`config.mk`:
```
export PLATFORM = sky130hd
export DESIGN_NAME = variable_length_message_ring_allocator
export DESIGN_NICKNAME = d
export VERILOG_FILES = /design/src/rtl/core/vlmra_pkg.sv /design/src/rtl/core/vlmra_ctrl.sv /design/src/rtl/core/vlmra_dpath.sv /design/src/rtl/core/variable_length_message_ring_allocator.sv
export SDC_FILE = /design/constraint.sdc
export NUM_CORES = 1
export LEC_CHECK = 0
export BUFFER_PORTS_ARGS = -buffer_cell sky130_fd_sc_hd__buf_4
export CORE_ASPECT_RATIO = 1.75
export CORE_MARGIN = 1.5
export CORE_UTILIZATION = 30
export CTS_CLUSTER_DIAMETER = 150
export DETAILED_ROUTE_END_ITERATION = 16
export PLACE_DENSITY_LB_ADDON = 0.2
export SYNTH_ARGS = -nofsm -noshare
export SYNTH_HDL_FRONTEND = slang
export SYNTH_SLANG_ARGS = --single-unit
```
`constraint.sdc`:
```
create_clock -name clk -period 10.6 [get_ports clk]
set_input_delay 2.12 -clock clk [delete_from_list [all_inputs] [get_ports clk]]
set_output_delay 2.12 -clock clk [all_outputs]
set_load 0.005 [all_outputs]
```
`src/rtl/core/vlmra_pkg.sv`:
```
// shared types and constants for the variable-length message ring allocator
// no dependencies; used by vlmra_ctrl, vlmra_dpath and the top level
package vlmra_pkg;

  localparam int ELEM_COUNT = 64;
  localparam int BUF_BYTES  = 4096;

  localparam int ELEM_BITS = $clog2(ELEM_COUNT);
  localparam int CNT_W     = ELEM_BITS + 1;
  localparam int BUF_BITS  = $clog2(BUF_BYTES);
  // byte pointers only need to resolve differences below four ring sizes
  localparam int PTR_W     = BUF_BITS + 2;

  localparam int OP_W     = 2;
  localparam int LEN_W    = 16;
  localparam int ALEN_W   = LEN_W + 1;
  localparam int OFF_W    = 12;
  localparam int STATUS_W = 2;

  localparam int ALIGN_MASK = 7;

  typedef enum logic [OP_W-1:0] {
    OP_WRITE = 2'd0,
    OP_PEEK  = 2'd1,
    OP_READ  = 2'd2
  } op_t;

  typedef enum logic [STATUS_W-1:0] {
    ST_OK        = 2'd0,
    ST_TOO_LARGE = 2'd1,
    ST_NO_SPACE  = 2'd2,
    ST_EMPTY     = 2'd3
  } status_t;

  typedef enum logic {
    S_IDLE,
    S_EXEC
  } state_t;

  typedef struct packed {
    logic capture;
    logic execute;
  } cmd_t;

endpackage

```
`src/rtl/core/vlmra_ctrl.sv`:
```
// controller for the ring allocator: sequences capture and execute
// depends on vlmra_pkg
module vlmra_ctrl (
  input  logic            clk,
  input  logic            rst,
  input  logic            in_valid,
  output logic            in_ready,
  output logic            out_valid,
  input  logic            out_ready,
  output vlmra_pkg::cmd_t cmd
);

  vlmra_pkg::state_t state;
  vlmra_pkg::state_t state_next;
  logic              out_valid_next;
  logic              out_free;

  assign out_free = !out_valid || out_ready;

  always_comb begin
    state_next = state;
    case (state)
      vlmra_pkg::S_IDLE: begin
        if (in_valid) state_next = vlmra_pkg::S_EXEC;
      end
      vlmra_pkg::S_EXEC: begin
        if (out_free) state_next = vlmra_pkg::S_IDLE;
      end
      default: state_next = vlmra_pkg::S_IDLE;
    endcase
  end

  always_comb begin
    in_ready    = 1'b0;
    cmd.capture = 1'b0;
    cmd.execute = 1'b0;
    case (state)
      vlmra_pkg::S_IDLE: begin
        in_ready    = 1'b1;
        cmd.capture = in_valid;
      end
      vlmra_pkg::S_EXEC: begin
        // hold the item until the result register can take it
        cmd.execute = out_free;
      end
      default: begin
        in_ready = 1'b0;
      end
    endcase
  end

  always_comb begin
    if (cmd.execute) out_valid_next = 1'b1;
    else if (out_ready) out_valid_next = 1'b0;
    else out_valid_next = out_valid;
  end

  always_ff @(posedge clk) begin
    if (rst) begin
      state     <= vlmra_pkg::S_IDLE;
      out_valid <= 1'b0;
    end else begin
      state     <= state_next;
      out_valid <= out_valid_next;
    end
  end

endmodule

```
`src/rtl/core/vlmra_dpath.sv`:
```
// datapath for the ring allocator: pointers, length fifo memory, placement
// arithmetic and the result register; depends on vlmra_pkg
module vlmra_dpath (
  input  logic                           clk,
  input  logic                           rst,
  input  vlmra_pkg::cmd_t                cmd,
  input  logic [vlmra_pkg::OP_W-1:0]     operation,
  input  logic [vlmra_pkg::LEN_W-1:0]    msg_length,
  output logic [vlmra_pkg::STATUS_W-1:0] status,
  output logic [vlmra_pkg::OFF_W-1:0]    byte_offset,
  output logic [vlmra_pkg::LEN_W-1:0]    length_out
);

  localparam int PTR_W    = vlmra_pkg::PTR_W;
  localparam int CNT_W    = vlmra_pkg::CNT_W;
  localparam int BUF_BITS = vlmra_pkg::BUF_BITS;
  localparam int LOW_W    = BUF_BITS + 1;
  localparam int LEN_W    = vlmra_pkg::LEN_W;
  localparam int ALEN_W   = vlmra_pkg::ALEN_W;

  function automatic logic [ALEN_W-1:0] round_len(input logic [LEN_W-1:0] l);
    round_len = (ALEN_W'(l) + ALEN_W'(vlmra_pkg::ALIGN_MASK))
                & ~ALEN_W'(vlmra_pkg::ALIGN_MASK);
  endfunction

  // move to the start of the next lap if the block would straddle the end
  function automatic logic [PTR_W-1:0] place(input logic [PTR_W-1:0]    pos,
                                             input logic [BUF_BITS-1:0] alen);
    logic [LOW_W-1:0] low_end;
    low_end = {1'b0, pos[BUF_BITS-1:0]} + {1'b0, alen};
    if (alen != '0 && low_end > LOW_W'(vlmra_pkg::BUF_BYTES))
      place = (pos | PTR_W'(vlmra_pkg::BUF_BYTES - 1)) + PTR_W'(1);
    else
      place = pos;
  endfunction

  logic [LEN_W-1:0] length_fifo [vlmra_pkg::ELEM_COUNT];
  logic [LEN_W-1:0] rd_data;

  logic [vlmra_pkg::OP_W-1:0] op_q;
  logic [LEN_W-1:0]           len_q;

  logic [CNT_W-1:0] count_head;
  logic [CNT_W-1:0] count_tail;
  logic [PTR_W-1:0] byte_head;
  logic [PTR_W-1:0] byte_tail;
  logic [PTR_W-1:0] byte_head_next;
  logic [PTR_W-1:0] byte_tail_next;

  logic [ALEN_W-1:0]   alen_wr;
  logic [ALEN_W-1:0]   alen_rd;
  logic [BUF_BITS-1:0] alen_tail;
  logic [BUF_BITS-1:0] alen_head;
  logic [PTR_W-1:0]    tail_start;
  logic [PTR_W-1:0]    head_start;
  logic [PTR_W-1:0]    tail_end;
  logic [PTR_W-1:0]    head_end;
  logic                too_large;
  logic                fifo_full;
  logic                fifo_empty;
  logic                ring_short;

  vlmra_pkg::status_t res_status;
  logic [PTR_W-1:0]   res_ptr;
  logic [LEN_W-1:0]   res_length;
  logic               push;
  logic               pop;

  assign alen_wr    = round_len(len_q);
  assign alen_rd    = round_len(rd_data);
  assign alen_tail  = alen_wr[BUF_BITS-1:0];
  assign alen_head  = alen_rd[BUF_BITS-1:0];
  assign too_large  = alen_wr > ALEN_W'(vlmra_pkg::BUF_BYTES - 1);
  assign fifo_full  = (count_tail - count_head) == CNT_W'(vlmra_pkg::ELEM_COUNT);
  assign fifo_empty = count_tail == count_head;
  assign tail_start = place(byte_tail, alen_tail);
  assign head_start = place(byte_head, alen_head);
  assign tail_end   = tail_start + PTR_W'(alen_tail);
  assign head_end   = head_start + PTR_W'(alen_head);
  assign ring_short = (tail_end - byte_head) > PTR_W'(vlmra_pkg::BUF_BYTES);

  always_comb begin
    res_status = vlmra_pkg::ST_OK;
    res_ptr    = '0;
    res_length = '0;
    push       = 1'b0;
    pop        = 1'b0;
    case (op_q)
      vlmra_pkg::OP_WRITE: begin
        if (too_large) begin
          res_status = vlmra_pkg::ST_TOO_LARGE;
        end else if (fifo_full || ring_short) begin
          res_status = vlmra_pkg::ST_NO_SPACE;
        end else begin
          res_ptr = tail_start;
          push    = 1'b1;
        end
      end
      vlmra_pkg::OP_READ: begin
        if (fifo_empty) begin
          res_status = vlmra_pkg::ST_EMPTY;
        end else begin
          res_ptr    = head_start;
          res_length = rd_data;
          pop        = 1'b1;
        end
      end
      default: begin
        // peek, and the unused code behaves as peek
        if (fifo_empty) begin
          res_status = vlmra_pkg::ST_EMPTY;
        end else begin
          res_ptr    = head_start;
          res_length = rd_data;
        end
      end
    endcase
  end

  assign byte_tail_next = (cmd.execute && push) ? tail_end : byte_tail;
  assign byte_head_next = (cmd.execute && pop) ? head_end : byte_head;

  // head entry is read every cycle; the head only moves at the end of an item
  always_ff @(posedge clk) begin
    if (cmd.execute && push) length_fifo[count_tail[vlmra_pkg::ELEM_BITS-1:0]] <= len_q;
    rd_data <= length_fifo[count_head[vlmra_pkg::ELEM_BITS-1:0]];
  end

  always_ff @(posedge clk) begin
    if (cmd.capture) begin
      op_q  <= operation;
      len_q <= msg_length;
    end
    if (cmd.execute) begin
      status      <= res_status;
      byte_offset <= vlmra_pkg::OFF_W'(res_ptr[BUF_BITS-1:0]);
      length_out  <= res_length;
    end
  end

  always_ff @(posedge clk) begin
    if (rst) begin
      count_head <= '0;
      count_tail <= '0;
      byte_head  <= '0;
      byte_tail  <= '0;
    end else begin
      if (cmd.execute && push) count_tail <= count_tail + CNT_W'(1);
      if (cmd.execute && pop) count_head <= count_head + CNT_W'(1);
      byte_head <= byte_head_next;
      byte_tail <= byte_tail_next;
    end
  end

endmodule

```
`src/rtl/core/variable_length_message_ring_allocator.sv`:
```
// Offset manager for a byte ring of variable-length messages with a 64-entry
// length fifo. Each item is latched in the capture state, which also issues the
// fifo head read, and then placed in the execute state, which updates the
// pointers, so one item is in flight at a time; the single result register
// lets the next item be taken while a result waits, and a result that is not
// taken holds the following item in its execute state. Lengths are rounded up
// to 8 bytes and a message that would run past the ring end starts at the next
// lap. Depends on vlmra_pkg, vlmra_ctrl and vlmra_dpath.
module variable_length_message_ring_allocator (
  input  logic                           clk,
  input  logic                           rst,
  input  logic                           in_valid,
  output logic                           in_ready,
  input  logic [vlmra_pkg::OP_W-1:0]     operation,
  input  logic [vlmra_pkg::LEN_W-1:0]    msg_length,
  output logic                           out_valid,
  input  logic                           out_ready,
  output logic [vlmra_pkg::STATUS_W-1:0] status,
  output logic [vlmra_pkg::OFF_W-1:0]    byte_offset,
  output logic [vlmra_pkg::LEN_W-1:0]    length_out
);

  vlmra_pkg::cmd_t cmd;

  vlmra_ctrl u_ctrl (
    .clk       (clk),
    .rst       (rst),
    .in_valid  (in_valid),
    .in_ready  (in_ready),
    .out_valid (out_valid),
    .out_ready (out_ready),
    .cmd       (cmd)
  );

  vlmra_dpath u_dpath (
    .clk         (clk),
    .rst         (rst),
    .cmd         (cmd),
    .operation   (operation),
    .msg_length  (msg_length),
    .status      (status),
    .byte_offset (byte_offset),
    .length_out  (length_out)
  );

  // one item in flight at a time
  assert property (@(posedge clk) disable iff (rst)
    in_valid && in_ready |=> !in_ready)
    else $error("item accepted while another is in flight");

  // failed operations carry no offset and no length
  assert property (@(posedge clk) disable iff (rst)
    out_valid && status != vlmra_pkg::ST_OK |-> byte_offset == '0 && length_out == '0)
    else $error("non-ok result with payload");

  // a new result only comes out of the execute cycle
  assert property (@(posedge clk) disable iff (rst)
    $rose(out_valid) |-> $past(!in_ready))
    else $error("result appeared without an item in execution");

endmodule

```
==> metrics, run 1 <==
status complete, no violations; Antenna Violating Nets Remaining 0; Synth Instances 2266; CP Capture Type flip-flop; Max Root-Sink Buffers 3; pwr/cell area 169 mW/mm²; drt total wl 124000 µm; Layout area overhead 15.3%; Clock transition at path regs 0.06 ns; area leader, netlist edfxtp_1; PortBufs 53; type of the most critical hold path flip-flop to flip-flop; clock latency on the worst-skew pair 0.75 ns; Worst Path Required 11.01 ns; post-route cell area 0.0531 mm²; Max H-tree Level 3; Setup TNS 0 ns; Worst Reg-to-Reg Cells 32; top cells by area, synth edfxtp_1 70%, mux4_2 16%, dfxtp_1 2.6%; total CTS buffers 102; Leakage 16.3 nW; total clock sinks 1132; GRT Overall Usage 0.160; CTS-repair resized insts 0; Max Transition Viols Final 0; CTS Hold Bufs 0; share of layout cells above drive strength 1 0.294; Startpoint Class flip-flop; Syn Nets 2351; slowest stage delay, CP 0.94 ns; Slowest cell on crit path or4_1; Max FO, Critical Path 20; vias in the first global route ~24k; relative slew slack 0.259; Placed Cells about 4.3k; library cells used by synthesis 73; Hold Path Stages 2; fmax 108 MHz; DR iter-0 viols 1984; dpl hpwl 82900 µm; Nets 2499; post-DR vias/cell 5.05; largest net degree at the start of global routing 69; Post-synth EDFFs 1072; Die ar. roughly 0.16 mm²; Placed Area 0.0496 mm²; Max Clock Skew 0.0607 ns; postcts setup bufs 0; DRC 0; GPL Wtd Cong 0.856; Setup CP Type flip-flop to flip-flop; die width 299 µm; Avg Inst Size Synth 20.3 µm²; Synth Register Bits 1132; Final Worst Setup Slack 1.37 ns; CTS tree built; initial antenna violation count 3; fin crit share 0.871; die height 521 µm; Post-Syn Area 0.0460 mm²; RSZ-0062 raised after global routing no; Pre-antenna DRT Iters 5; DR vias 22.8k; # Max-Cap Violations 0; crit path time final 9.23 ns; IO Pins 54; CP arrival 9.64 ns; FFs w/ async S/R, synth 0; FP Rows approximately 190; Most used DFF post-synth edfxtp_1; setup violators final 0; Total Power 8.97 mW; core area 0.152 mm²; Tightest Pin Transition 1.11 ns; worst ir drop on vdd 0.126 mV; Ys Warns 0; sequential cell area fraction in the yosys report 0.726; worst slack at placement 1.43 ns; root buffer cell clkbuf_16; GR Overflow Total 0; DR WL/cell 27.6 µm; global-route wire length before repair 179000 µm; non-filler instance count after layout between 4k and 5k; final hold vios 0; Initial Utilization 0.303; post-synth top area share 0.700
metrics by stage:
| stage | util | hold slack [ns] |
|---|---|---|
| final | 0.349 | 0.509 |
| after global routing | 0.349 | 0.539 |
| after CTS | 0.349 | 0.515 |
| after detailed placement | 0.327 | 0.502 |
| after global placement | 0.327 | 0.497 |
| after floorplan | - | 0.462 |
registers in the layout, summed over array words and instances, names as in the netlist:
name	cells
u_dpath.length_fifo	1024
u_ctrl.state	1
u_dpath.count_tail	7
u_ctrl.out_valid	1
u_dpath.byte_tail	14
u_dpath.count_head	7
u_dpath.byte_head	14
u_dpath.op_q	2
u_dpath.len_q	16
u_dpath.byte_offset	12
u_dpath.rd_data	16
u_dpath.status	2
u_dpath.length_out	16
area by class of cell:
class / count / area, µm²
Antenna cell: 3 / 7.51
Inverter: 42 / 160
Clock inverter: 65 / 783
Timing Repair Buffer: 165 / 1250
Tap cell: 2005 / 2510
Sequential cell: 1132 / 33400
Clock buffer: 122 / 2650
Multi-Input combinational cell: 971 / 12300
Fill cell: 14211 / 98800
metal layers:
layer | GRT usage | part of all wire
met5 | 0 | 0.00010
met4 | 0.0651 | 0.038
met3 | 0.0179 | 0.032
met2 | 0.298 | 0.55
met1 | 0.184 | 0.38
final timing paths:
kind	start	endpoint	slack (ns)
worst max-delay path	u_dpath.len_q[2]	u_dpath.length_fifo[31][14]	1.37
worst min-delay path	u_ctrl.out_valid	u_ctrl.out_valid	0.51
worst max register to register	u_dpath.len_q[2]	u_dpath.length_fifo[31][14]	1.37
worst min register to register	u_ctrl.out_valid	u_ctrl.out_valid	0.51
layout by cell type (no fill, tap or decap), types with 15 or more instances in the layout:
cell type,synthesis,layout
nor4_2,0,48
nor2_1,72,66
o21ai_0,19,19
clkinv_2,0,25
nand2_1,45,45
xnor2_1,35,35
a21oi_1,60,60
nand4_1,22,22
ha_1,58,58
xor2_1,17,17
clkbuf_16,0,102
dfxtp_1,60,56
clkbuf_1,72,18
buf_4,5,164
and2_1,33,33
mux4_2,336,336
edfxtp_1,1072,1072
nor3_1,23,22
inv_1,40,40
o31ai_1,15,15
worst max-delay path, delay by kind of cell (launching register included):
family | cells | cell delay (ns)
buffers and inverters | 4 | 0.83
AO/OA/AOI/OAI | 9 | 1.90
flip-flops | 1 | 0.60
XOR/XNOR | 2 | 0.48
AND/OR/NAND/NOR | 14 | 4.07
adder cells (fa/ha/maj) | 3 | 1.00
logic make-up after synthesis:
group / count (synthesis) / synth area share
AOI/OAI and AO/OA: 180 / 0.0265
xor gates and xnor gates: 52 / 0.00990
adders and majority gates: 63 / 0.0180
buffers and inverters: 163 / 0.0142
DFF: 1132 / 0.726
muxes: 344 / 0.166
and+or+nand+nor: 332 / 0.0390
Yosys cell counts, types with 6 or more instances:
library cell and number:
mux4_2 336, a31oi_1 7, xnor2_1 35, o21bai_1 6, a21oi_1 60, xor2_1 17, a22o_1 12, nand4_1 22
edfxtp_1 1072, nor2b_1 15, nand2b_1 6, nor2_1 72, nand3_1 15, clkbuf_1 72, nor4_1 55, or3_1 10
o31ai_1 15, ha_1 58, a21o_1 14, dfxtp_1 60, nand2_1 45, o21ai_0 19, and2_1 33, inv_1 40
buf_1 37, nor3_1 23
power breakdown:
part | leakage (nW) | total [mW] | internal, mW | switching [mW]
clock | 1.68 | 3.82 | 2.12 | 1.70
combinational | 4.43 | 0.228 | 0.0539 | 0.174
sequential | 10.1 | 4.92 | 4.91 | 0.0105
total | 16.3 | 8.97 | 7.08 | 1.89
No activity file was read; power rests on OpenSTA's default activity.
==> inputs of run 2 (changes only) <==
--- a/config.mk
+++ b/config.mk
@@ -11,6 +11,7 @@
 export CORE_UTILIZATION = 30
 export CTS_CLUSTER_DIAMETER = 150
 export DETAILED_ROUTE_END_ITERATION = 16
+export GPL_TIMING_DRIVEN = 0
 export PLACE_DENSITY_LB_ADDON = 0.2
 export SYNTH_ARGS = -nofsm -noshare
 export SYNTH_HDL_FRONTEND = slang
==> constraint.sdc (replaced) <==
create_clock -name clk -period 11.09 [get_ports clk]
set_input_delay 2.218 -clock clk [delete_from_list [all_inputs] [get_ports clk]]
set_output_delay 2.218 -clock clk [all_outputs]
set_load 0.005 [all_outputs]
==> metrics, run 2 (synthesis results as in run 1) <==
Setup CP Type flip-flop to flip-flop (unchanged); Pre-antenna DRT Iters 7 (was 5); Reg-to-Reg End u_dpath.length_fifo[28][8] (was u_dpath.length_fifo[31][14]); clock latency on the worst-skew pair 0.75 ns (about the same); die width 299 µm (unchanged); dpl hpwl 95800 µm (was 82900 µm); status complete, no violations (unchanged); core area 0.152 mm² (unchanged); fin crit share 0.939 (was 0.871); Die ar. 0.156 mm² (unchanged); total clock sinks 1132 (unchanged); CP arrival 10.83 ns (was 9.64 ns); Leakage 17.2 nW (was 16.3 nW); vias in the first global route 25.0k (was 24.1k); max FFs per register 1024 (unchanged); non-filler instance count after layout 4700 (was 4505); setup violators final 0 (unchanged); root buffer cell clkbuf_16 (unchanged); CTS tree built (unchanged); Final Hold Slack 0.514 ns (was 0.509 ns); worst ir drop on vdd 0.116 mV (was 0.126 mV); M2 GR Usage 0.319 (was 0.298); DR vias 23.6k (was 22.8k); relative slew slack 0.138 (was 0.259); largest net degree at the start of global routing 35 (was 69); HP Start u_ctrl.out_valid (unchanged); initial antenna violation count 3 (unchanged); fmax 96.0 MHz (was 108 MHz); Worst Reg-to-Reg Cells 37 (was 32); Antenna Violating Nets Remaining 0 (unchanged); most frequent cells in the layout 1072 x edfxtp_1, 336 x mux4_2, 182 x buf_4 (was 1072 x edfxtp_1, 336 x mux4_2, 164 x buf_4); GRT Overall Usage 0.165 (was 0.160); Final Worst Setup Slack 0.676 ns (was 1.37 ns); RSZ-0062 raised after global routing no (unchanged); share of layout cells above drive strength 1 0.305 (was 0.294); post-route cell area 0.0552 mm² (was 0.0531 mm²); DR WL/cell 27.4 µm (was 27.6 µm); CTS Hold Bufs 0 (unchanged); # Max-Cap Violations 0 (unchanged); Total Power 8.79 mW (was 8.97 mW); flop-to-flop setup slack 0.68 ns (was 1.37 ns); Placed Area 0.0512 mm² (was 0.0496 mm²); Max Transition Viols Final 0 (unchanged); drt total wl 129000 µm (was 124000 µm); PortBufs 53 (unchanged); routing usage on met1 0.179 (was 0.184); Layout area overhead 19.9% (was 15.3%); total CTS buffers 103 (was 102); pwr/cell area 159 mW/mm² (was 169 mW/mm²); GPL Wtd Cong 0.843 (was 0.856); Placed Cells 4482 (was 4315); Max Root-Sink Buffers 3 (unchanged); IO Pins 54 (unchanged); CP Capture Type flip-flop (unchanged); Startpoint Class flip-flop (unchanged); Max Clock Skew 0.0546 ns (was 0.0607 ns); Reg2Reg Launch Point u_dpath.len_q[1] (was u_dpath.len_q[2]); FP Rows 189 (unchanged); CP startpoint u_dpath.len_q[1] (was u_dpath.len_q[2]); Slowest cell on crit path nor4_2 (was or4_1); Hold Path Stages 2 (unchanged); Initial Utilization 0.303 (unchanged); crit path time final 10.41 ns (was 9.23 ns); GRT busiest layer met2 (unchanged); final hold vios 0 (unchanged); DR iter-0 viols 1952 (was 1984); Max FO, Critical Path 24 (was 20); Max H-tree Level 3 (unchanged); worst slack at placement -0.285 ns (was 1.43 ns); Clock transition at path regs 0.06 ns (about the same); GR Overflow Total 0 (unchanged); die height 521 µm (unchanged); type of the most critical hold path flip-flop to flip-flop (unchanged); slowest stage delay, CP 0.74 ns (was 0.94 ns); global-route wire length before repair 184000 µm (was 179000 µm); Setup TNS 0 ns (unchanged); commonest non-fill, non-tap cell in the layout edfxtp_1 (unchanged); met3 GRT Util 0.0191 (was 0.0179); Nets 2689 (was 2499); post-DR vias/cell 5.03 (was 5.05); Worst Setup EP u_dpath.length_fifo[28][8] (was u_dpath.length_fifo[31][14]); fin util 0.363 (was 0.349); Worst Path Required 11.50 ns (was 11.01 ns); DRC 0 (unchanged); Tightest Pin Transition 1.29 ns (was 1.11 ns)
[run 2: cell count changes in the layout (fill, tap and decap cells not counted), sizes merged]
cell / before / now
bufinv: 13 / 18
inv: 47 / 45
clkbuf: 122 / 194
buf: 165 / 282
clkinv: 44 / 47
[run 2: cell type report]
type / count / area [µm²]
multi-input cells: 971 / 12400
plain buffers: 121 / 498
fillers: 13969 / 96700
well taps: 2005 / 2510
repair buffers: 233 / 2540
inverters: 42 / 158
clock inverters: 71 / 936
diodes: 3 / 7.51
flip-flops and latches: 1132 / 33400
clock buffers: 122 / 2700
[run 2: repair_timing]
| item | CTS | global route |
|---|---|---|
| buffers inserted | 4 | 18 |
| gates cloned | 0 | 0 |
| pin swaps | 1 | 3 |
| resized for setup | 5 | 11 |
| setup endpoints to repair | 138 | 653 |
[run 2: worst min-delay path by stage]
stage                            end  slack (ns)
3_5_place_dp        u_ctrl.out_valid        0.51
4_1_cts             u_ctrl.out_valid        0.52
5_1_grt             u_ctrl.out_valid        0.53
3_3_place_gp        u_ctrl.out_valid        0.49
2_1_floorplan  u_dpath.byte_head[11]        0.46
6_report            u_ctrl.out_valid        0.51
[run 2: worst max-delay path: cells and delay by family (launching register included)]
family | cells | cell delay (ns)
simple gates | 15 | 4.03
compound gates | 10 | 2.31
buf+inv | 7 | 1.78
fa+ha+maj | 3 | 1.00
xor+xnor | 2 | 0.51
flops | 1 | 0.37
[run 2: where the power goes]
part	total (mW)	internal, mW	switching, mW
logic	0.244	0.0890	0.155
registers	4.71	4.69	0.0167
clock network	3.84	2.18	1.66
total	8.79	6.96	1.83
[run 2: routing by layer]
metal | vias to the layer above | part of all wire
li1 | 10160 | -
met1 | 12685 | 0.36
met2 | 611 | 0.56
met3 | 184 | 0.037
met4 | 0 | 0.041
met5 | - | 0
